## config.mk

```make
export PLATFORM = sky130hd
export DESIGN_NAME = hmrg_serializer
export DESIGN_NICKNAME = d
export VERILOG_FILES = /design/src/rtl/harmonic_matrix_row_generator_macros.svh /design/src/rtl/hmrg_pkg.sv /design/src/rtl/hmrg_serializer.sv
export SDC_FILE = /design/constraint.sdc
export NUM_CORES = 1
export LEC_CHECK = 0
export BUFFER_PORTS_ARGS = -buffer_cell sky130_fd_sc_hd__buf_4
export CAP_MARGIN = 25
export CELL_PAD_IN_SITES_DETAIL_PLACEMENT = 0
export CELL_PAD_IN_SITES_GLOBAL_PLACEMENT = 1
export CORE_ASPECT_RATIO = 0.9
export CORE_MARGIN = 2
export CORE_UTILIZATION = 25
export CTS_CLUSTER_DIAMETER = 120
export DETAILED_ROUTE_END_ITERATION = 12
export PLACE_DENSITY = 0.67
export SLEW_MARGIN = 20
export SYNTH_ARGS = -nofsm -noshare
export SYNTH_HDL_FRONTEND = slang
export SYNTH_SLANG_ARGS = --single-unit
```

## constraint.sdc

```tcl
create_clock -name i_clk -period 8.6 [get_ports i_clk]
set_input_delay 0.43 -clock i_clk [delete_from_list [all_inputs] [get_ports i_clk]]
set_output_delay 0.43 -clock i_clk [all_outputs]
set_load 0.02 [all_outputs]
```

## src/rtl/harmonic_matrix_row_generator_macros.svh

```systemverilog
// assertion macros shared by the rtl
`ifndef HARMONIC_MATRIX_ROW_GENERATOR_MACROS_SVH
`define HARMONIC_MATRIX_ROW_GENERATOR_MACROS_SVH

// same-cycle implication, disabled while reset is low
`define HMRG_ASSERT_IMP(label, clk, rst_n, ante, cons, msg) \
    label: assert property (@(posedge clk) disable iff (!rst_n) (ante) |-> (cons)) \
        else $error(msg);

// next-cycle implication, disabled while reset is low
`define HMRG_ASSERT_NXT(label, clk, rst_n, ante, cons, msg) \
    label: assert property (@(posedge clk) disable iff (!rst_n) (ante) |=> (cons)) \
        else $error(msg);

`endif

```

## src/rtl/hmrg_pkg.sv

```systemverilog
`default_nettype none

package hmrg_pkg;

    localparam int SIZE_BITS      = 17;
    localparam int GAIN_BITS      = 24;
    localparam int VAL_BITS       = 48;
    localparam int MAG_BITS       = 64;
    localparam int CFG_DATA_BITS  = 24;
    localparam int CFG_INDEX_BITS = 2;
    // root digits resolved per sqrt pipeline stage
    localparam int SQRT_DPS       = 4;

    localparam logic [CFG_INDEX_BITS-1:0] CFG_MATRIX_SIZE   = 2'd0;
    localparam logic [CFG_INDEX_BITS-1:0] CFG_COUPLING_GAIN = 2'd1;
    localparam logic [CFG_INDEX_BITS-1:0] CFG_LEVEL_SPACING = 2'd2;

    localparam logic [MAG_BITS-1:0] MAX_POS_MAG = 64'h0000_7FFF_FFFF_FFFF;
    localparam logic [MAG_BITS-1:0] MAX_NEG_MAG = 64'h0000_8000_0000_0000;

    typedef struct packed {
        logic has_left;
        logic has_right;
    } t_row_flags;

    typedef struct packed {
        logic                neg;
        logic [GAIN_BITS-1:0] mag;
    } t_sign_mag;

    typedef struct packed {
        logic [VAL_BITS-1:0] value;
        logic                sat;
    } t_sat_val;

    typedef struct packed {
        t_sat_val left;
        t_sat_val diag;
        t_sat_val right;
    } t_row_vals;

    typedef enum logic [1:0] {
        SER_IDLE,
        SER_LEFT,
        SER_DIAG,
        SER_RIGHT
    } t_ser_state;

    function automatic t_sign_mag split_sign(input logic [GAIN_BITS-1:0] raw);
        t_sign_mag r;
        r.neg = raw[GAIN_BITS-1];
        r.mag = r.neg ? (~raw + {{(GAIN_BITS-1){1'b0}}, 1'b1}) : raw;
        return r;
    endfunction

    function automatic t_sat_val sat_apply(input logic [MAG_BITS-1:0] mag, input logic neg);
        t_sat_val r;
        logic [MAG_BITS-1:0] m;
        m     = mag;
        r.sat = 1'b0;
        if (neg) begin
            if (m > MAX_NEG_MAG) begin
                m     = MAX_NEG_MAG;
                r.sat = 1'b1;
            end
            m = ~m + {{(MAG_BITS-1){1'b0}}, 1'b1};
        end else if (m > MAX_POS_MAG) begin
            m     = MAX_POS_MAG;
            r.sat = 1'b1;
        end
        r.value = m[VAL_BITS-1:0];
        return r;
    endfunction

endpackage

`default_nettype wire

```

## src/rtl/hmrg_serializer.sv

```systemverilog
`default_nettype none

module hmrg_serializer import hmrg_pkg::*; #(
    parameter int INDEX_BITS = 16
) (
    input  wire logic                  i_clk,
    input  wire logic                  i_rst_n,
    input  wire logic                  i_valid,
    output logic                       o_ready,
    input  wire logic [INDEX_BITS-1:0] i_row,
    input  wire t_row_flags            i_flags,
    input  wire t_row_vals             i_vals,
    output logic                       o_valid,
    input  wire logic                  i_ready,
    output logic [INDEX_BITS-1:0]      o_column_index,
    output logic [VAL_BITS-1:0]        o_entry_value,
    output logic                       o_last_entry,
    output logic                       o_value_saturated
);

    t_ser_state            r_state, n_state;
    logic [INDEX_BITS-1:0] r_row;
    t_row_flags            r_flags;
    t_row_vals             r_vals;
    logic                  fire;
    logic                  load;
    t_sat_val              cur;

    always_ff @(posedge i_clk) begin
        if (!i_rst_n) begin
            r_state <= SER_IDLE;
        end else begin
            r_state <= n_state;
        end
    end

    always_ff @(posedge i_clk) begin
        if (load) begin
            r_row   <= i_row;
            r_flags <= i_flags;
            r_vals  <= i_vals;
        end
    end

    always_comb begin
        o_valid        = 1'b1;
        o_last_entry   = 1'b0;
        o_column_index = r_row;
        cur            = r_vals.diag;
        n_state        = r_state;
        unique case (r_state)
            SER_IDLE: begin
                o_valid = 1'b0;
            end
            SER_LEFT: begin
                o_column_index = r_row - INDEX_BITS'(1);
                cur            = r_vals.left;
            end
            SER_DIAG: begin
                o_last_entry = !r_flags.has_right;
            end
            SER_RIGHT: begin
                o_column_index = r_row + INDEX_BITS'(1);
                cur            = r_vals.right;
                o_last_entry   = 1'b1;
            end
        endcase

        fire    = o_valid && i_ready;
        // a new row may follow in the cycle the last beat of this one leaves
        o_ready = !o_valid || (fire && o_last_entry);
        load    = i_valid && o_ready;

        if (fire) begin
            unique case (r_state)
                SER_LEFT:  n_state = SER_DIAG;
                SER_DIAG:  n_state = r_flags.has_right ? SER_RIGHT : SER_IDLE;
                SER_RIGHT: n_state = SER_IDLE;
                SER_IDLE:  n_state = SER_IDLE;
            endcase
        end
        if (load) begin
            n_state = i_flags.has_left ? SER_LEFT : SER_DIAG;
        end

        o_entry_value     = cur.value;
        o_value_saturated = cur.sat;
    end

endmodule

`default_nettype wire

```

Word level (Yosys, flattened, before mapping)
Cells that the tools add are included.
- reductions and logical operators: 8
- $add $sub $neg: 2
- equal/unequal tests: 3
- multiplexer cells: 9
- operators by type and width (operator ; count):
    $pmux 49 s2 ; 1
    $pmux 16 s2 ; 1
    $add 16x1->16 const B ; 1
    $sub 16x1->16 const B ; 1
    $mux 2 ; 4
    $pmux 2 s3 ; 1
    $eq 2x2->1 const B ; 2
    $logic_and 1x1->1 ; 3
    $eq 2x1->1 const B ; 1
    $logic_not 2->1 ; 1
    $pmux 1 s2 ; 1
    $reduce_bool 2->1 ; 1
    $reduce_or 2->1 ; 1
    $logic_not 1->1 ; 1
    $logic_or 1x1->1 ; 1
    $mux 1 ; 1
- bits of input ports: 169
- register bits: 166
- word-level logic and storage cells: 31

Depth between registers and ports, before layout
- word-level depth: 7
- depth in mapped cells: 11
- mapped depth without buffers: 10

Worst setup path after synthesis
Ideal clock, no wire load.
- kind: flip-flop to flip-flop
- start point: register r_state[0]
- end point: register r_flags[0] in the netlist's numbering (enable)
- data arrival time: 4.837 ns
- path buffers: 0
- stages on the path, launching flop included: 8
- path slack: 3.247 ns
- library setup time: 0.516 ns
- cells stage by stage: dfxtp_1 > inv_1 > ha_1 > inv_1 > o21ai_0 > a21o_1 > nand2_1 > inv_1
- elaborated cells on any way between the ends: 9
- classes of those cells: eq/ne: 2; mux: 2; reduce/logical: 5
- RTL lines (what ; RTL line ; RTL):
    from (decl) ; hmrg_serializer.sv:21 ; t_ser_state r_state, n_state;
    from (signal assigned) ; hmrg_serializer.sv:33 ; r_state <= n_state;
    $eq 2x2->1 ; hmrg_serializer.sv:51 ; unique case (r_state)
    $pmux 1 s2 * ; hmrg_serializer.sv:51 ;
    net o_last_entry ; hmrg_serializer.sv:17 ; output logic o_last_entry,
    $logic_and 1x1->1 * ; hmrg_serializer.sv:71 ; o_ready = !o_valid || (fire && o_last_entry);
    $logic_or 1x1->1 * ; hmrg_serializer.sv:71 ;
    net o_ready ; hmrg_serializer.sv:9 ; output logic o_ready,
    $logic_and 1x1->1 * ; hmrg_serializer.sv:72 ; load = i_valid && o_ready;
    net load ; hmrg_serializer.sv:26 ; logic load;
    to (signal assigned) ; hmrg_serializer.sv:40 ; r_flags <= i_flags;
    to (decl) ; hmrg_serializer.sv:23 ; t_row_flags r_flags;
The timed path passes the listed nets; every way through them passes the cells marked *.
A chain may end at the register's enable or synchronous reset.

Worst setup path in the final report
- start point: register r_state[0]
- end point: output o_column_index[15]
- word-level cells in the longest chain between the ends: 2
- elaborated cells on any way between the ends: 3
- classes of those cells: eq/ne: 2; mux: 1
- ends and longest elaborated chain (what ; RTL line ; RTL):
    $eq 2x2->1 / $eq 2x1->1 (equally long branches) ; hmrg_serializer.sv:51 ;
    $pmux 16 s2 * ; hmrg_serializer.sv:51 ;
    to (decl) ; hmrg_serializer.sv:15 ; output logic [INDEX_BITS-1:0] o_column_index,
Mark *: on every way between the ends. The rest lies on a longest branch, timed or not.

==> metrics.txt <==
fin crit share 0.498; overall die width 179 um; Worst VDD drop 0.000122 V; GRT met3 Usage 0.0548; Post-synth EDFFs 164; Post-Syn Area 0.00689 mm2; IO buf count 236; later-pin clock latency in the skew report 440 ps; Initial Util 0.255; Setup violations, final 0; MaxCap Viol Count 0; Syn. warnings 0; hold path start i_vals[119]; total power draw 2410 uW; worst-margin pin slew 963 ps; Final min period 4290 ps; vias in the first global route 4903; gpl congestion 0.790; Setup Buffers After CTS 0; # DRC 0; routed length per instance 16.5 um; vias post-DR 4756; P&R area growth vs syn 40.0%; total gr overflow 0; buffer depth of the longest clock path 2; root buf cell clkbuf_16; worst endpoint data arrival time 3860 ps; vias per cell 4.31; post-route ant nets 0; all-layer global routing usage 0.127; FF+latch count, synth 166; Max Slew Vio Count 0; Setup CP Type reg -> out; layout cell share with drive strength beyond 1 0.379; CP startpoint r_state[0]$_SDFFE_PN0P_; WP data required 8170 ps; grt met2 use 0.200; largest net degree at the start of global routing 86; FF/Latch Area 0.00496 mm2; die area 0.0289 mm2; CTS Hold Bufs 0; area of the multi-input gates 0.00182 mm2; clock input transition at the sequential cells of the worst setup and hold paths 80 ps; Syn Inst Count 499; Post-Route Utilization 0.357; Slew Limit Headroom 0.358; fmax 233 MHz; CTS tree yes; met1 usage 0.158; Final HPWL DP 11900 um; Critical Path End Type output port; flop2flop setup slack 5110 ps; num rows 57; clk_skew 10.9 ps; H-tree depth 4; Synth Net Count 688; Setup TNS Final 0 ps; first-pass GRT wire length 27500 um; gr busiest metal met2; status finished, final reports clean; final WL 18200 um; CTS Buf Count 17; ys async rst share 0; Leak Pwr 0.00393 uW; Cell Pwr Density 249 mW/mm2; filler cell count 2638; Placement Cell Area 0.00907 mm2; Seq/Total Area, Yosys 0.720; Crit Path Max Fanout 16; syn avg cell area 13.8 um2; Core Region 0.0270 mm2; Clock Sinks 166; Final nets 925; most common cell after layout, fill and taps aside buf_4; first drt pass iteration count 4; DRT iter0 DRCs 340; predominant post-synthesis flop cell edfxtp_1; Finished Cell Area 0.00965 mm2; antenna diode count 0; Hold Vio Cnt, Final 0; most frequent cells in the layout buf_4, edfxtp_1, nand2_1; die height 162 um; post-cts sizing count 0; Hold Path Class in -> reg; Yosys cell types 45; RSZ-0062 raised after global routing no; antenna violations before repair 0; CP startpoint kind flop; Ports 237; worst r2r src r_state[0]$_SDFFE_PN0P_
worst max-delay path, stage by stage, from the launching register on:
cell and delay (ps):
dfxtp_1 460, ha_1 430, inv_1 410, ha_1 490
a211oi_1 340, o21bai_1 130, a21o_1 190, a21oi_1 280
nand3_1 110, a31oi_1 250, xor2_1 170, buf_4 160
cells by family after synthesis:
| kind of cell | after synthesis | share of synthesized area |
|---|---|---|
| adders and majority gates | 20 | 0.0363 |
| muxes | 4 | 0.00599 |
| AOI/OAI and AO/OA | 111 | 0.109 |
| and+or+nand+nor | 153 | 0.0920 |
| DFF | 166 | 0.720 |
| buffers and inverters | 30 | 0.0171 |
| xor gates and xnor gates | 15 | 0.0191 |
cells in the mapped netlist (2+ instances only):
cell / count / share of area
a211oi_1: 2 / 0.0022
a21o_1: 6 / 0.0065
a21oi_1: 25 / 0.018
a22oi_1: 49 / 0.053
and3_1: 4 / 0.0036
buf_1: 3 / 0.0016
clkbuf_1: 17 / 0.0093
dfxtp_1: 2 / 0.0058
edfxtp_1: 164 / 0.71
ha_1: 20 / 0.036
inv_1: 8 / 0.0044
mux2i_1: 3 / 0.0044
nand2_1: 116 / 0.063
nand3_1: 3 / 0.0022
nor2_1: 16 / 0.0087
nor2b_1: 2 / 0.0018
o21ai_0: 15 / 0.011
o21ai_2: 2 / 0.0025
o21bai_1: 2 / 0.0022
o22ai_1: 2 / 0.0018
xnor2_1: 8 / 0.010
xor2_1: 7 / 0.0089
where the power goes:
part | switching (uW) | leakage, uW | internal [uW] | total [uW]
logic | 363 | 0.00206 | 238 | 601
registers | 30.8 | 0.00159 | 1010 | 1040
clock network | 372 | 0.000282 | 389 | 761
total | 766 | 0.00393 | 1640 | 2410
state kept, by name (all words and copies together), names as in the netlist:
| signal | cells |
|---|---|
| r_flags | 1 |
| r_row | 16 |
| r_state | 2 |
| r_vals | 147 |
path summary, 6_finish.rpt:
path                              to  cells after the start
min            r_vals[119]$_DFFE_PP_                      1
min reg2reg  r_state[0]$_SDFFE_PN0P_                      2
max               o_column_index[15]                     11
max reg2reg     r_vals[91]$_DFFE_PP_                      7
final cells by class:
cell class	count	area share
timing repair buffer	240	0.187
multi-input combinational	303	0.189
clock inverter	15	0.0166
clock buffer	17	0.0441
tap	354	0.0459
inverter	8	0.00363
sequential	166	0.514
per-stage QoR:
stage / cells / setup WS (ps) / hold WS (ps)
6_report: 1103 / 4310 / 164
5_1_grt: 1103 / 3970 / 135
4_1_cts: 1103 / 4320 / 134
3_5_place_dp: 1071 / 4820 / 609
3_3_place_gp: 1071 / 4900 / 609
2_1_floorplan: 499 / 3250 / 529
routing by layer:
layer  share of wire  up-vias
met5               0        -
met4           0.013        0
met3           0.091       12
met2            0.46      188
met1            0.43     2214
li1                -     2342
Power figures use the tool's default switching activity.
