$ cat src/rtl/harmonic_matrix_row_generator_macros.svh
// assertion macros shared by the rtl
`ifndef HARMONIC_MATRIX_ROW_GENERATOR_MACROS_SVH
`define HARMONIC_MATRIX_ROW_GENERATOR_MACROS_SVH

// same-cycle implication, disabled while reset is low
`define HMRG_ASSERT_IMP(label, clk, rst_n, ante, cons, msg) \
    label: assert property (@(posedge clk) disable iff (!rst_n) (ante) |-> (cons)) \
        else $error(msg);

// next-cycle implication, disabled while reset is low
`define HMRG_ASSERT_NXT(label, clk, rst_n, ante, cons, msg) \
    label: assert property (@(posedge clk) disable iff (!rst_n) (ante) |=> (cons)) \
        else $error(msg);

`endif

$ cat src/rtl/hmrg_pkg.sv
`default_nettype none

package hmrg_pkg;

    localparam int SIZE_BITS      = 17;
    localparam int GAIN_BITS      = 24;
    localparam int VAL_BITS       = 48;
    localparam int MAG_BITS       = 64;
    localparam int CFG_DATA_BITS  = 24;
    localparam int CFG_INDEX_BITS = 2;
    // root digits resolved per sqrt pipeline stage
    localparam int SQRT_DPS       = 4;

    localparam logic [CFG_INDEX_BITS-1:0] CFG_MATRIX_SIZE   = 2'd0;
    localparam logic [CFG_INDEX_BITS-1:0] CFG_COUPLING_GAIN = 2'd1;
    localparam logic [CFG_INDEX_BITS-1:0] CFG_LEVEL_SPACING = 2'd2;

    localparam logic [MAG_BITS-1:0] MAX_POS_MAG = 64'h0000_7FFF_FFFF_FFFF;
    localparam logic [MAG_BITS-1:0] MAX_NEG_MAG = 64'h0000_8000_0000_0000;

    typedef struct packed {
        logic has_left;
        logic has_right;
    } t_row_flags;

    typedef struct packed {
        logic                neg;
        logic [GAIN_BITS-1:0] mag;
    } t_sign_mag;

    typedef struct packed {
        logic [VAL_BITS-1:0] value;
        logic                sat;
    } t_sat_val;

    typedef struct packed {
        t_sat_val left;
        t_sat_val diag;
        t_sat_val right;
    } t_row_vals;

    typedef enum logic [1:0] {
        SER_IDLE,
        SER_LEFT,
        SER_DIAG,
        SER_RIGHT
    } t_ser_state;

    function automatic t_sign_mag split_sign(input logic [GAIN_BITS-1:0] raw);
        t_sign_mag r;
        r.neg = raw[GAIN_BITS-1];
        r.mag = r.neg ? (~raw + {{(GAIN_BITS-1){1'b0}}, 1'b1}) : raw;
        return r;
    endfunction

    function automatic t_sat_val sat_apply(input logic [MAG_BITS-1:0] mag, input logic neg);
        t_sat_val r;
        logic [MAG_BITS-1:0] m;
        m     = mag;
        r.sat = 1'b0;
        if (neg) begin
            if (m > MAX_NEG_MAG) begin
                m     = MAX_NEG_MAG;
                r.sat = 1'b1;
            end
            m = ~m + {{(MAG_BITS-1){1'b0}}, 1'b1};
        end else if (m > MAX_POS_MAG) begin
            m     = MAX_POS_MAG;
            r.sat = 1'b1;
        end
        r.value = m[VAL_BITS-1:0];
        return r;
    endfunction

endpackage

`default_nettype wire

$ cat src/rtl/hmrg_arith.sv
`default_nettype none

module hmrg_arith import hmrg_pkg::*; #(
    parameter int INDEX_BITS = 16,
    parameter int FRAC_BITS  = 16,
    parameter int ND         = 25
) (
    input  wire logic                  i_clk,
    input  wire logic                  i_rst_n,
    input  wire logic                  i_en,
    input  wire logic                  i_valid,
    input  wire logic [INDEX_BITS-1:0] i_row,
    input  wire t_row_flags            i_flags,
    input  wire logic [ND-1:0]         i_root_a,
    input  wire logic [ND-1:0]         i_root_b,
    input  wire logic [GAIN_BITS-1:0]  i_coupling,
    input  wire logic [GAIN_BITS-1:0]  i_spacing,
    output logic                       o_valid,
    output logic [INDEX_BITS-1:0]      o_row,
    output t_row_flags                 o_flags,
    output t_row_vals                  o_vals
);

    localparam int LO  = ND / 2;
    localparam int HI  = ND - LO;
    localparam int PLW = GAIN_BITS + LO;
    localparam int PHW = GAIN_BITS + HI;
    localparam int PW  = GAIN_BITS + ND;
    localparam int MW  = PW - FRAC_BITS;
    localparam int DW  = GAIN_BITS + INDEX_BITS;

    t_sign_mag lam;
    t_sign_mag omg;

    assign lam = split_sign(i_coupling);
    assign omg = split_sign(i_spacing);

    // stage 1: partial products
    logic                  r1_valid;
    logic [INDEX_BITS-1:0] r1_row;
    t_row_flags            r1_flags;
    logic [PLW-1:0]        r1_pa_lo, r1_pb_lo;
    logic [PHW-1:0]        r1_pa_hi, r1_pb_hi;
    logic [DW-1:0]         r1_diag;

    // stage 2: product sums, truncated
    logic                  r2_valid;
    logic [INDEX_BITS-1:0] r2_row;
    t_row_flags            r2_flags;
    logic [MW-1:0]         r2_mag_a, r2_mag_b;
    logic [DW-1:0]         r2_diag;
    logic [PW-1:0]         n_sum_a, n_sum_b;

    // stage 3: sign and saturation
    logic                  r3_valid;
    logic [INDEX_BITS-1:0] r3_row;
    t_row_flags            r3_flags;
    t_row_vals             r3_vals;

    assign n_sum_a = PW'(r1_pa_lo) + (PW'(r1_pa_hi) << LO);
    assign n_sum_b = PW'(r1_pb_lo) + (PW'(r1_pb_hi) << LO);

    always_ff @(posedge i_clk) begin
        if (!i_rst_n) begin
            r1_valid <= 1'b0;
            r2_valid <= 1'b0;
            r3_valid <= 1'b0;
        end else if (i_en) begin
            r1_valid <= i_valid;
            r2_valid <= r1_valid;
            r3_valid <= r2_valid;
        end
    end

    always_ff @(posedge i_clk) begin
        if (i_en) begin
            r1_row   <= i_row;
            r1_flags <= i_flags;
            r1_pa_lo <= PLW'(lam.mag) * PLW'(i_root_a[LO-1:0]);
            r1_pa_hi <= PHW'(lam.mag) * PHW'(i_root_a[ND-1:LO]);
            r1_pb_lo <= PLW'(lam.mag) * PLW'(i_root_b[LO-1:0]);
            r1_pb_hi <= PHW'(lam.mag) * PHW'(i_root_b[ND-1:LO]);
            r1_diag  <= DW'(omg.mag) * DW'(i_row);

            r2_row   <= r1_row;
            r2_flags <= r1_flags;
            r2_mag_a <= n_sum_a[PW-1:FRAC_BITS];
            r2_mag_b <= n_sum_b[PW-1:FRAC_BITS];
            r2_diag  <= r1_diag;

            r3_row        <= r2_row;
            r3_flags      <= r2_flags;
            r3_vals.left  <= sat_apply(MAG_BITS'(r2_mag_a), lam.neg);
            r3_vals.right <= sat_apply(MAG_BITS'(r2_mag_b), lam.neg);
            r3_vals.diag  <= sat_apply(MAG_BITS'(r2_diag), omg.neg);
        end
    end

    assign o_valid = r3_valid;
    assign o_row   = r3_row;
    assign o_flags = r3_flags;
    assign o_vals  = r3_vals;

endmodule

`default_nettype wire

$ cat config.mk
export PLATFORM = sky130hd
export DESIGN_NAME = hmrg_arith
export DESIGN_NICKNAME = d
export VERILOG_FILES = /design/src/rtl/harmonic_matrix_row_generator_macros.svh /design/src/rtl/hmrg_pkg.sv /design/src/rtl/hmrg_arith.sv
export SDC_FILE = /design/constraint.sdc
export NUM_CORES = 2
export LEC_CHECK = 0
export ABC_AREA = 1
export ABC_CLOCK_PERIOD_IN_PS = 21300
export BUFFER_PORTS_ARGS = -buffer_cell sky130_fd_sc_hd__clkbuf_2
export CAP_MARGIN = 25
export CELL_PAD_IN_SITES_DETAIL_PLACEMENT = 0
export CELL_PAD_IN_SITES_GLOBAL_PLACEMENT = 2
export CORE_ASPECT_RATIO = 0.5
export CORE_MARGIN = 2
export CORE_UTILIZATION = 35
export DETAILED_ROUTE_END_ITERATION = 10
export GPL_ROUTABILITY_DRIVEN = 0
export HOLD_SLACK_MARGIN = 0.1
export PLACE_DENSITY = 0.75
export SLEW_MARGIN = 25
export SYNTH_ARGS = -nofsm -noshare
export SYNTH_HDL_FRONTEND = slang
export SYNTH_SLANG_ARGS = --single-unit
export TNS_END_PERCENT = 10
$ cat constraint.sdc
create_clock -name i_clk -period 21.3 [get_ports i_clk]
set_clock_uncertainty 0.05 [all_clocks]
set_input_delay 4.26 -clock i_clk [delete_from_list [all_inputs] [get_ports i_clk]]
set_output_delay 4.26 -clock i_clk [all_outputs]
set_load 0.05 [all_outputs]
Word level (Yosys, flattened, before mapping)

Index checks and enable logic that the tools add are counted.

Register bits: 493

Bitwise operators: 5
$add $sub $neg: 7
Multiplexer cells: 5
$mul: 5

Operators with widths:

| kind                                                             | number |
|---|---|
| 48-bit by 1-bit adder with 48-bit output (second input constant) | 3 |
| 36-bit by 49-bit adder with 49-bit output                        | 2 |
| 33-bit inverter with 48-bit output                               | 2 |
| 24-bit by 13-bit multiplier with 37-bit output                   | 2 |
| 24-bit by 12-bit multiplier with 36-bit output                   | 2 |
| 33-bit 2-to-1 mux                                                | 2 |
| 24-bit by 1-bit adder with 24-bit output (second input constant) | 2 |
| 24-bit 2-to-1 mux                                                | 2 |
| 24-bit inverter                                                  | 2 |
| 40-bit inverter with 48-bit output                               | 1 |
| 24-bit by 16-bit multiplier with 40-bit output                   | 1 |
| 40-bit 2-to-1 mux                                                | 1 |

Logic depth before layout (Yosys ltp)

Depth in word-level cells: 4
Gate-level depth with buffers: 35

Least setup slack after synthesis

OpenSTA, ideal clock, no wires.

Kind: input -> register
Start: in i_coupling[0]
End: reg r1_pb_lo[34], data pin
Stages on the path: 30
Required time: 20.998 ns
Arrival: 10.017 ns
Setup time: 0.252 ns
Path slack: 10.981 ns
Cells stage by stage: clkbuf_1 > buf_1 > inv_1 > ha_1 > nand3_2 > nor2_2 > nand2_1 > nor2_1 > nand3_1 > nand2_2 > nand3b_1 > clkbuf_1 > nand3_1 > fa_1 > inv_1 > fa_1 > fa_1 > inv_1 > fa_1 > fa_1 > inv_1 > ha_1 > a21oi_1 > a21boi_0 > a21boi_0 > nor2_1 > nor2_1 > nand2_1 > nand2_1 > nand2_1

Word-level cells in the longest chain between the ends: 4

RTL lines:

| element                                            | RTL line         | source |
|---|---|---|
| start: declaration                                 | hmrg_arith.sv:16 | `input wire logic [GAIN_BITS-1:0] i_coupling,` |
| 24-bit inverter                                    | hmrg_pkg.sv:52   | `r.mag = r.neg ? (~raw + {{(GAIN_BITS-1){1'b0}}, 1'b1}) : raw;` |
| 24-bit by 1-bit adder with 24-bit output           | hmrg_pkg.sv:52   |  |
| 24-bit 2-to-1 mux (*)                              | hmrg_pkg.sv:52   |  |
| 24-bit by 12-bit multiplier with 36-bit output (*) | hmrg_arith.sv:81 | `r1_pb_lo <= PLW'(lam.mag) * PLW'(i_root_b[LO-1:0]);` |
| end signal: assignment                             | hmrg_arith.sv:81 |  |
| end: declaration                                   | hmrg_arith.sv:42 | `logic [PLW-1:0] r1_pa_lo, r1_pb_lo;` |

Every way passes the cells marked *; elsewhere a longest branch is shown, timed or not.
A chain may end at the register's enable or synchronous reset.

Worst setup path after layout

Ends and elaborated chain as after synthesis.

==> reports/results.ini <==
[drt]
first_pass_iters=6
wl_met1_um=106000
drt-initial-drc-count=3899
wl_per_cell_um=20.8
vias_per_cell=4.92
vias=57700
highest_layer=met4
ant_nets=0
wirelength_um=244000
drc=0
met2_wirelength_um=121000
wl_met3_um=11200

[logic_synthesis]
ys_warn_count=0
synth_edf_count=466
synth-seq-area-share_pct=19.3
ys_seq_elements=469
synthAdderAreaFrac_pct=41.7
synth-simple-area-share_pct=19.7
synth_top_family_by_area=adder cells
synth-xor-area-share_pct=2.77
synth-compound-area-share_pct=4.91
synthCells=8810
yosysUniqueCellTypes=53
synth.avg_cell_area_um2=8.28
syn_area_um2=72900
synth_flop_cell=edfxtp_1
synth_async_sr_flop_share_pct=0
synthMuxAreaShare_pct=0

[global_route]
grt_usage_pct=23.4
grt_pass1_vias=62100
grt_antenna_before_repair=7
grt_max_degree=155
grt_first_pass_wirelength_um=379000
grt-ovfl-total=0

[clock_network]
holdBufCountCts=0
cts_buffer_depth=3
cts.clk_slew.worst_paths_ps=130
cts_setup_buffers=0
cts_inserted_buffers=50
worstSkewPairLatency_ps=750
htreeDepth=2
cts_tree=done
clock-sinks=469
post_cts_resize_count=0
cts-root-buf=clkbuf_16

[floorplanning]
initial_core_util_pct=35.2
die-width_um=649
io_pins=286
design.core.area_um2=207000
die-area_um2=212000
rows=118
fp.dieH_um=327

[status]
status=finished clean

[placed_design]
placed_area_um2=77000
dp_hpwl_um=193000
dpl_worst_slack_ps=9160
port_buffers=282

[hold_path]
worstHoldPathType=flip-flop to flip-flop

[critical_path]
crit_path_top_delay_cell=nand2_2
cp-end-kind=flip-flop
worstPathArrival_ps=11870
rrSetupSlack_ps=18240
cp_max_fo=37
critPathLaunchType=input port
required_ps=21700
crit_path_max_incr_delay_ps=660
crit_type=input port to flip-flop

[flow_run]
drv_cap=0

[sta]
fmax_mhz=87.1
whs_ps=310
worst_pin_slew_ps=1020
relSlewSlack_pct=31.9
drv_slew=0
timing.setup.tns_ps=0
period_share_pct=53.9
fin_ws_ps=9820
fin_crit_ps=11480
hold_violations=0
setup_viol=0
grt_setup_unrepaired=false

[finish]
syn_to_final_growth_pct=7.86
stdcell_area_um2=78600
drive_above_1_share_pct=5.50
fin_nets=10700

[per-layer routing]
layer	GRT usage, %	vias up
met5	0	-
met4	5.19	0
met3	2.71	264
met2	42.1	1349
met1	30.1	29100
li1	-	26900
[cells by family (layout without fill, tap and decap cells)]
kind of cell,after synthesis,in the layout
buffers and inverters,2199,2351
adders and majority gates,1695,1695
and+or+nand+nor,3572,3572
other,1,4
DFF,469,469
AOI/OAI and AO/OA,643,643
xor gates and xnor gates,231,231
[cells in the mapped netlist, drive strengths merged, types with 2 or more instances]
cell type	count	area share [%]
o21a	13	0.13
xnor2	57	0.68
nor3	77	0.55
or2	14	0.12
dfxtp	3	0.082
buf	96	0.73
o31ai	5	0.051
o22ai	2	0.017
nand2	1942	10
a21oi	258	1.8
nand4	46	0.39
and2	2	0.017
or3	2	0.017
o211ai	10	0.10
a21o	35	0.36
ha	467	8.0
a22oi	2	0.021
edfxtp	466	19
a31oi	33	0.28
o311ai	3	0.036
clkinv	29	0.15
nand3b	19	0.20
inv	1899	9.8
o21bai	31	0.32
nor2	1092	5.7
a21boi	14	0.14
nand3	350	2.4
o21ai	230	1.6
nor4	24	0.21
clkbuf	175	0.91
fa	1228	34
a41oi	4	0.048
xor2	174	2.1
nor3b	3	0.031
[critical path, delay by kind of cell]
family	cells	cell delay [ps]
AO/OA/AOI/OAI	3	990
AND/OR/NAND/NOR	15	2310
adder cells (fa/ha/maj)	7	3130
buffers and inverters	8	1140
[through the flow]
stage	util [%]	instances
6_report	38.0	11700
5_1_grt	38.0	11700
4_1_cts	38.0	11700
3_5_place_dp	37.2	11600
3_3_place_gp	37.2	11600
2_1_floorplan	-	8812
[path summary, 6_finish.rpt]
| kind | start | cells past startpoint | end |
|---|---|---|---|
| worst max register to register | r1_pa_lo[14] | 8 | r2_mag_a[26] |
| worst min register to register | r2_row[9] | 0 | o_row[9] |
| worst max-delay path | i_coupling[0] | 33 | r1_pb_lo[34] |
| worst min-delay path | r2_row[9] | 0 | o_row[9] |
[cells in the final DEF, fill, tap and decap left out, drive strengths merged, types with 13 or more instances in the layout]
master	count
inv	1905
xnor2	57
clkinv	48
a21boi	14
a21o	35
nand2	1942
a21oi	258
nand3	350
nand3b	19
nor2	1092
or2	14
o21bai	31
nor4	24
a31oi	33
fa	1228
nand4	46
ha	467
o21a	13
edfxtp	466
buf	55
xor2	174
nor3	77
o21ai	230
clkbuf	335
[final cells by class]
| type | instances | area (um^2) |
|---|---|---|
| multi-input combinational | 6144 | 50500 |
| fill | 21800 | 128000 |
| inverter | 1928 | 7240 |
| clock inverter | 33 | 317 |
| clock buffer | 55 | 1270 |
| tap | 2760 | 3450 |
| timing repair buffer | 335 | 1850 |
| antenna | 1 | 2.50 |
| sequential | 469 | 14100 |
[state kept, by name, indices dropped and copies added, names as in the netlist, 24 cells and up]
name and count:
r1_pa_lo 24, r2_mag_b 33, r2_mag_a 33, o_vals 144, r1_pb_hi 37, r1_diag 40
r1_pa_hi 37, r1_pb_lo 24, r2_diag 40
Power is left out: the tool's default activity adds up to more than one toggle a clock period on the data nets, which glitch-free logic cannot reach.
