`config.mk`:
```
export PLATFORM = sky130hd
export DESIGN_NAME = hmrg_sqrt_pipe
export DESIGN_NICKNAME = d
export VERILOG_FILES = /design/src/rtl/harmonic_matrix_row_generator_macros.svh /design/src/rtl/hmrg_pkg.sv /design/src/rtl/hmrg_sqrt_pipe.sv
export SDC_FILE = /design/constraint.sdc
export NUM_CORES = 2
export LEC_CHECK = 0
export BUFFER_PORTS_ARGS = -buffer_cell sky130_fd_sc_hd__buf_2
export CAP_MARGIN = 20
export CORE_AREA = 2 2 466 468
export CTS_CLUSTER_DIAMETER = 40
export CTS_CLUSTER_SIZE = 25
export DETAILED_ROUTE_END_ITERATION = 7
export DIE_AREA = 0 0 468 470
export PLACE_DENSITY_LB_ADDON = 0.3
export SETUP_SLACK_MARGIN = 0.5
export SLEW_MARGIN = 20
export SYNTH_ARGS = -nofsm -noshare
export SYNTH_HDL_FRONTEND = slang
export SYNTH_SLANG_ARGS = --single-unit
```
`constraint.sdc`:
```
create_clock -name i_clk -period 12.5 [get_ports i_clk]
set_input_delay 0.625 -clock i_clk [delete_from_list [all_inputs] [get_ports i_clk]]
set_output_delay 0.625 -clock i_clk [all_outputs]
set_load 0.02 [all_outputs]
```
`src/rtl/harmonic_matrix_row_generator_macros.svh`:
```
// assertion macros shared by the rtl
`ifndef HARMONIC_MATRIX_ROW_GENERATOR_MACROS_SVH
`define HARMONIC_MATRIX_ROW_GENERATOR_MACROS_SVH

// same-cycle implication, disabled while reset is low
`define HMRG_ASSERT_IMP(label, clk, rst_n, ante, cons, msg) \
    label: assert property (@(posedge clk) disable iff (!rst_n) (ante) |-> (cons)) \
        else $error(msg);

// next-cycle implication, disabled while reset is low
`define HMRG_ASSERT_NXT(label, clk, rst_n, ante, cons, msg) \
    label: assert property (@(posedge clk) disable iff (!rst_n) (ante) |=> (cons)) \
        else $error(msg);

`endif

```
`src/rtl/hmrg_pkg.sv`:
```
`default_nettype none

package hmrg_pkg;

    localparam int SIZE_BITS      = 17;
    localparam int GAIN_BITS      = 24;
    localparam int VAL_BITS       = 48;
    localparam int MAG_BITS       = 64;
    localparam int CFG_DATA_BITS  = 24;
    localparam int CFG_INDEX_BITS = 2;
    // root digits resolved per sqrt pipeline stage
    localparam int SQRT_DPS       = 4;

    localparam logic [CFG_INDEX_BITS-1:0] CFG_MATRIX_SIZE   = 2'd0;
    localparam logic [CFG_INDEX_BITS-1:0] CFG_COUPLING_GAIN = 2'd1;
    localparam logic [CFG_INDEX_BITS-1:0] CFG_LEVEL_SPACING = 2'd2;

    localparam logic [MAG_BITS-1:0] MAX_POS_MAG = 64'h0000_7FFF_FFFF_FFFF;
    localparam logic [MAG_BITS-1:0] MAX_NEG_MAG = 64'h0000_8000_0000_0000;

    typedef struct packed {
        logic has_left;
        logic has_right;
    } t_row_flags;

    typedef struct packed {
        logic                neg;
        logic [GAIN_BITS-1:0] mag;
    } t_sign_mag;

    typedef struct packed {
        logic [VAL_BITS-1:0] value;
        logic                sat;
    } t_sat_val;

    typedef struct packed {
        t_sat_val left;
        t_sat_val diag;
        t_sat_val right;
    } t_row_vals;

    typedef enum logic [1:0] {
        SER_IDLE,
        SER_LEFT,
        SER_DIAG,
        SER_RIGHT
    } t_ser_state;

    function automatic t_sign_mag split_sign(input logic [GAIN_BITS-1:0] raw);
        t_sign_mag r;
        r.neg = raw[GAIN_BITS-1];
        r.mag = r.neg ? (~raw + {{(GAIN_BITS-1){1'b0}}, 1'b1}) : raw;
        return r;
    endfunction

    function automatic t_sat_val sat_apply(input logic [MAG_BITS-1:0] mag, input logic neg);
        t_sat_val r;
        logic [MAG_BITS-1:0] m;
        m     = mag;
        r.sat = 1'b0;
        if (neg) begin
            if (m > MAX_NEG_MAG) begin
                m     = MAX_NEG_MAG;
                r.sat = 1'b1;
            end
            m = ~m + {{(MAG_BITS-1){1'b0}}, 1'b1};
        end else if (m > MAX_POS_MAG) begin
            m     = MAX_POS_MAG;
            r.sat = 1'b1;
        end
        r.value = m[VAL_BITS-1:0];
        return r;
    endfunction

endpackage

`default_nettype wire

```
`src/rtl/hmrg_sqrt_pipe.sv`:
```
`default_nettype none

module hmrg_sqrt_pipe import hmrg_pkg::*; #(
    parameter int NB = 18,
    parameter int ND = 25,
    parameter int SW = 18
) (
    input  wire logic          i_clk,
    input  wire logic          i_rst_n,
    input  wire logic          i_en,
    input  wire logic          i_valid,
    input  wire logic [NB-1:0] i_n_a,
    input  wire logic [NB-1:0] i_n_b,
    input  wire logic [SW-1:0] i_side,
    output logic               o_valid,
    output logic [ND-1:0]      o_root_a,
    output logic [ND-1:0]      o_root_b,
    output logic [SW-1:0]      o_side
);

    localparam int NS = (ND + SQRT_DPS - 1) / SQRT_DPS;
    localparam int RW = ND + 2;

    logic          r_valid [NS];
    logic [SW-1:0] r_side  [NS];
    logic [RW-1:0] r_rem   [2][NS];
    logic [ND-1:0] r_root  [2][NS];
    logic [NB-1:0] r_rad   [2][NS];
    logic [NB-1:0] in_n    [2];

    assign in_n[0] = i_n_a;
    assign in_n[1] = i_n_b;

    genvar s, l;
    for (s = 0; s < NS; s++) begin : g_stage
        logic          p_valid;
        logic [SW-1:0] p_side;

        if (s == 0) begin : g_head
            assign p_valid = i_valid;
            assign p_side  = i_side;
        end else begin : g_body
            assign p_valid = r_valid[s-1];
            assign p_side  = r_side[s-1];
        end

        always_ff @(posedge i_clk) begin
            if (!i_rst_n) begin
                r_valid[s] <= 1'b0;
            end else if (i_en) begin
                r_valid[s] <= p_valid;
            end
        end

        always_ff @(posedge i_clk) begin
            if (i_en) begin
                r_side[s] <= p_side;
            end
        end

        for (l = 0; l < 2; l++) begin : g_lane
            logic [RW-1:0] p_rem;
            logic [ND-1:0] p_root;
            logic [NB-1:0] p_rad;
            logic [RW-1:0] n_rem;
            logic [ND-1:0] n_root;
            logic [NB-1:0] n_rad;

            if (s == 0) begin : g_head
                assign p_rem  = '0;
                assign p_root = '0;
                assign p_rad  = in_n[l];
            end else begin : g_body
                assign p_rem  = r_rem[l][s-1];
                assign p_root = r_root[l][s-1];
                assign p_rad  = r_rad[l][s-1];
            end

            // restoring square root, one radicand bit pair per digit
            always_comb begin
                logic [RW-1:0] trial;
                n_rem  = p_rem;
                n_root = p_root;
                n_rad  = p_rad;
                trial  = '0;
                for (int j = 0; j < SQRT_DPS; j++) begin
                    if (s * SQRT_DPS + j < ND) begin
                        n_rem = {n_rem[RW-3:0], n_rad[NB-1 -: 2]};
                        n_rad = n_rad << 2;
                        trial = {n_root, 2'b01};
                        if (n_rem >= trial) begin
                            n_rem  = n_rem - trial;
                            n_root = {n_root[ND-2:0], 1'b1};
                        end else begin
                            n_root = {n_root[ND-2:0], 1'b0};
                        end
                    end
                end
            end

            always_ff @(posedge i_clk) begin
                if (i_en) begin
                    r_rem[l][s]  <= n_rem;
                    r_root[l][s] <= n_root;
                    r_rad[l][s]  <= n_rad;
                end
            end
        end
    end

    assign o_valid  = r_valid[NS-1];
    assign o_side   = r_side[NS-1];
    assign o_root_a = r_root[0][NS-1];
    assign o_root_b = r_root[1][NS-1];

endmodule

`default_nettype wire

```
# Yosys cells after proc, flatten, opt, wreduce, memory -nomap -nowiden
# Memories as Yosys holds them, arrays and structs flattened.
# Index checks and enable logic that the tools add are counted.
[word_totals] ram_bits=971 mem_count=5 word_cells=224 ff_bits=0
[mem_list] name="r_rem" words=2 width=189 rd=2 rd_clocked_by_memory_dff=0 write_ports=2 line="hmrg_sqrt_pipe.sv:26" rtl="logic [RW-1:0] r_rem [2][NS];"
[mem_list] name="r_root" words=2 width=154 rd=2 rd_clocked_by_memory_dff=0 write_ports=2 line="hmrg_sqrt_pipe.sv:27" rtl="logic [ND-1:0] r_root [2][NS];"
[mem_list] name="r_rad" words=2 width=76 rd=2 rd_clocked_by_memory_dff=0 write_ports=2 line="hmrg_sqrt_pipe.sv:28" rtl="logic [NB-1:0] r_rad [2][NS];"
[mem_list] name="r_side" words=7 width=18 rd=7 rd_clocked_by_memory_dff=0 write_ports=7 line="hmrg_sqrt_pipe.sv:25" rtl="logic [SW-1:0] r_side [NS];"
[mem_list] name="r_valid" words=7 width=1 rd=7 rd_clocked_by_memory_dff=0 write_ports=7 line="hmrg_sqrt_pipe.sv:24" rtl="logic r_valid [NS];"
[op_classes] addsub=50 magnitude_cmp=50 mux=112 n_bitwise=7
[ops] cell="27-bit greater-or-equal comparator" count=42
[ops] cell="25-bit two-way mux" count=36
[ops] cell="25-bit subtractor" count=30
[ops] cell="27-bit two-way mux" count=14
[ops] cell="27-bit subtractor" count=12
[ops] cell="1-bit two-way mux" count=62
[ops] cell="27-bit by 3-bit greater-or-equal comparator with 1-bit output" count=2
[ops] cell="27-bit by 4-bit greater-or-equal comparator with 1-bit output" count=2
[ops] cell="27-bit by 5-bit greater-or-equal comparator with 1-bit output" count=2
[ops] cell="27-bit by 5-bit subtractor with 27-bit output" count=2
[ops] cell="25-bit by 3-bit subtractor with 25-bit output" count=2
[ops] cell="25-bit by 4-bit subtractor with 25-bit output" count=2
[ops] cell="1-bit bitwise OR" count=7
[ops] cell="2-bit by 1-bit subtractor with 3-bit output, second input constant" count=2
[ops] cell="2-bit by 1-bit greater-or-equal comparator with 1-bit output, second input constant" count=2

# Depth between registers and ports, before layout
# An unclocked memory read counts as a cell.
[logic_depth] word_depth=9 ltp_mapped=66 ltp_nobuf=58

# Worst setup path after synthesis
# Ideal clock, no wire load.
[synth_path] path_type="flip-flop to flip-flop" from="memory r_root[0][230] (netlist bit)" to="memory r_rem[0][253] (netlist bit), data pin" path_buffers=6 setup_slack_ns=0.266 arrival_ns=11.972 path_stages_with_launch=52 synth_period_minus_slack_ns=12.234 path_cell_list="edfxtp_1 inv_1 ha_1 a21o_1 a21o_1 a211oi_1 nor3_1 o21ai_0 nand3_1 clkbuf_1 buf_1 a21oi_1 ha_1 inv_1 o21bai_1 a2111oi_0 o311ai_0 a31oi_1 [... 16 more ...] a221oi_1 nand4_1 nor4b_2 clkbuf_1 a21oi_1 ha_1 a21o_1 a21oi_1 nor2_1 nor2_1 o21ai_1 a41o_1 a2111oi_0 nor3b_1 o21a_1 or3_1 clkbuf_1 mux2_1"
[synth_lines] item="from (decl)" line="hmrg_sqrt_pipe.sv:27"
[synth_lines] item="to (decl)" line="hmrg_sqrt_pipe.sv:26"

==> flow_summary.toml <==
[finish]
ff_latch_area_sq_um = 20020
fillCellCount = 22130
design_area_sq_um = 74580
multi_input_area_sq_um = 42000
syn_to_final_growth_pct = 16.36
final_util_pct = 34.58
fin_nets = 8302
final_layout_size_suffix_gt1_share_pct = 11.95

[clock_tree]
ctsHtreeMaxLevel = 4
cts.clk_slew.worst_paths_ps = 50
clk_latency_ps = 790
cts_tree = "yes"
cts_buffer_depth = 3
root_buffer = "clkbuf_16"
clkSinkCount = 667
numCtsBuffers = 135

[detailed_routing]
first_pass_iters = 8
ant_nets = 0
post_drt_wl_per_cell_um = 16.88
drt_wl_total_mm = 178.4
route.detailed.drc = 0
routed_via_density = 5.222
vias = 55190
drt_iter0_markers = 3224

[yosys]
ys_ff_latch = 667
yosysWarnings = 0
postSynthCellCount = 7304
ys_top_cells_by_area = "edfxtp_1, ha_1, xnor2_1, a21oi_1, nor2_1"
synth_flop_cell = "edfxtp_1"
synth_edf_count = 666
yosys-top-cells-count = "edfxtp_1, nor2_1, a21oi_1"
avgSynthCellArea_sq_um = 8.776
netlist_area_sq_um = 64100
synth-async-reset-ratio_pct = 0
synth_cell_types = 126
synth_top_cell_area_share_pct = 31.20
yosysMostFrequentCell = "edfxtp_1"
ys_seq_area_share_pct = 31.23
post-synth-top-area-cell = "edfxtp_1"

[global_routing]
grt_pass1_vias = 54030
grt_pass1_wl_mm = 286.1
grt_max_degree = 181
grt_usage_pct = 15.79
gr-total-overflow = 0
antenna_found_initial = 10

[worst_setup_path]
critPathMaxStageDelay_ps = 670
end_kind = "register"
ff2ff_path_depth = 47
worstPathMaxFanout = 14
start_kind = "register"
cpMaxStageDelayCell = "or4_4"
rr_endpoint = "r_rem[0][156]"
crit_type = "register to register"
required_ps = 13010
r2r_setup_slack_ps = 1130
cp.arrival_ps = 11880
r2r_start = "r_root[0][153]"

[timing]
fmax_mhz = 87.95
hold_viol_final = 0
fin_skew_ps = 45.58
rsz0062_at_grt = "yes"
finalSetupViolations = 0
worst_pin_slew_ps = 1102
tns_ps = 0
drv_slew = 0
period_share_pct = 90.96
layout_min_cycle_time_ps = 11370
slew-limit-headroom_pct = 24.66
hold_slack_ps = 61.32

[power]
internal-power_w = 0.01302
leakage_nw = 30.03
switchingPower_w = 0.01064
ir_drop_uv = 305.9
p_clk_share_pct = 15.8
switching_share_pct = 44.98
power_density_nw_per_um2 = 317.2
combPwrFrac_pct = 67.8
pwr-share-seq_pct = 16.4

[worst_hold_path]
hp-class = "input pin to register"
holdPathStages = 1
hold_path_end = "r_rad[0][74]"
min_from = "i_n_a[8]"

[placement]
place_area_sq_um = 68870
gp_congestion = 0.9258
portBuffers = 126
hpwl_mm = 141.8

[floorplan]
ios = 127
die_w_um = 468
core_sq_um = 215700
fp-row-count = 171
initial_core_util_pct = 29.72
dieHeight_um = 470
die_area_sq_um = 220000

[outcome]
status = "complete, no violations"

[job]
drv_cap = 0
## sequential cells by signal (all words and copies together), names as in the netlist
| signal | cells |
|---|---|
| r_root | 218 |
| r_rad | 24 |
| r_valid | 7 |
| r_side | 126 |
| r_rem | 292 |
## area by class of cell
class / instances / area share, %
Inverter: 467 / 2.386
Timing Repair Buffer: 339 / 3.204
Sequential cell: 667 / 26.84
Tap cell: 2854 / 4.788
Clock buffer: 145 / 4.580
Multi-Input combinational cell: 5992 / 56.31
Antenna cell: 1 / 0.003355
Clock inverter: 104 / 1.886
## what timing repair did
item	4_1_cts	5_1_grt
endpoints found under the hold margin	28	0
hold buffers	28	0
resized for setup	13	124
pin swaps	3	16
buffers inserted	2	19
gates cloned	0	1
setup endpoints to repair	71	191
## cell families (layout without fill, tap and decap cells)
logic type | after synthesis | count (layout) | share of synthesized area, %
muxes | 177 | 177 | 3.020
buffers and inverters | 651 | 1055 | 3.941
xor gates and xnor gates | 654 | 654 | 8.937
and+or+nand+nor | 2417 | 2418 | 18.95
other | 1 | 7 | 0.005851
DFF | 667 | 667 | 31.23
AOI/OAI and AO/OA | 2095 | 2095 | 21.24
adders and majority gates | 642 | 642 | 12.67
## placed cells by master (no fill, tap or decap), types with 25 or more instances in the layout
cell / Yosys / layout
edfxtp_1: 666 / 666
nor2_1: 665 / 664
a21oi_1: 664 / 648
ha_1: 630 / 626
nand2_1: 572 / 568
inv_1: 453 / 431
xnor2_1: 415 / 414
o21ai_0: 378 / 362
xor2_1: 239 / 239
a21o_1: 224 / 224
nor3_1: 202 / 198
buf_4: 3 / 176
nand3_1: 144 / 141
clkbuf_16: 0 / 135
buf_2: 33 / 125
mux2_2: 124 / 124
nand2b_1: 110 / 110
o21a_1: 105 / 104
o21bai_1: 100 / 98
nor2b_1: 97 / 95
or3_1: 90 / 87
nand4_1: 72 / 72
o31ai_1: 70 / 68
or2_2: 66 / 65
nor4_1: 68 / 63
a211oi_1: 66 / 61
and2_1: 55 / 55
a31oi_1: 57 / 55
and3_1: 50 / 48
mux2i_1: 46 / 45
or4_1: 42 / 41
o211ai_1: 39 / 39
nor3b_1: 38 / 38
o21ai_1: 21 / 35
dlygate4sd3_1: 0 / 28
a211o_1: 26 / 25
## worst max path at each step
stage                          endpoint  slack [ps]  cells after the start           start
final                     r_rem[0][156]        1130                     47  r_root[0][153]
after floorplan           r_rem[0][253]         560                     51  r_root[0][230]
after detailed placement  r_rem[0][156]        -210                     47  r_root[0][152]
after CTS                 r_rem[0][294]         510                     57  r_root[0][260]
after global placement    r_rem[0][159]        -150                     47  r_root[0][153]
after global routing      r_rem[0][321]         470                     55  r_root[0][279]
## critical path: cells and delay by family, from the launching register on
family,cells,cell delay (ps)
XOR/XNOR,2,390
adder cells (fa/ha/maj),4,1330
buffers and inverters,6,1050
AO/OA/AOI/OAI,9,1890
flip-flops,1,460
AND/OR/NAND/NOR,26,5940
## power by group through the flow
stage | Combinational [W] | Sequential, W | Clock (W)
final | 0.0160 | 0.00388 | 0.00373
after global routing | 0.0179 | 0.00394 | 0.00395
after CTS | 0.0159 | 0.00388 | 0.00384
after detailed placement | 0.0157 | 0.00392 | 0
after global placement | 0.0155 | 0.00391 | 0
after floorplan | 0.0121 | 0.00377 | 0
## metal layers
| layer | GRT usage, % | up-vias | part of all wire, % |
|---|---|---|---|
| met2 | 27.62 | 1084 | 49 |
| met3 | 1.987 | 280 | 3.4 |
| met1 | 20.10 | 26120 | 45 |
| met4 | 4.732 | 2 | 2.7 |
| met5 | 0 | - | 0.0073 |
| li1 | - | 27700 | - |
## stage by stage
step	setup WS (ps)	std cells	total power (W)
final	1130	10570	0.02366
after global routing	470.6	10570	0.02578
after CTS	511.4	10550	0.02360
after detailed placement	-208.1	10270	0.01964
after global placement	-150.3	10270	0.01941
after floorplan	564.9	7309	0.01590
(Power assumes the default switching activity.)
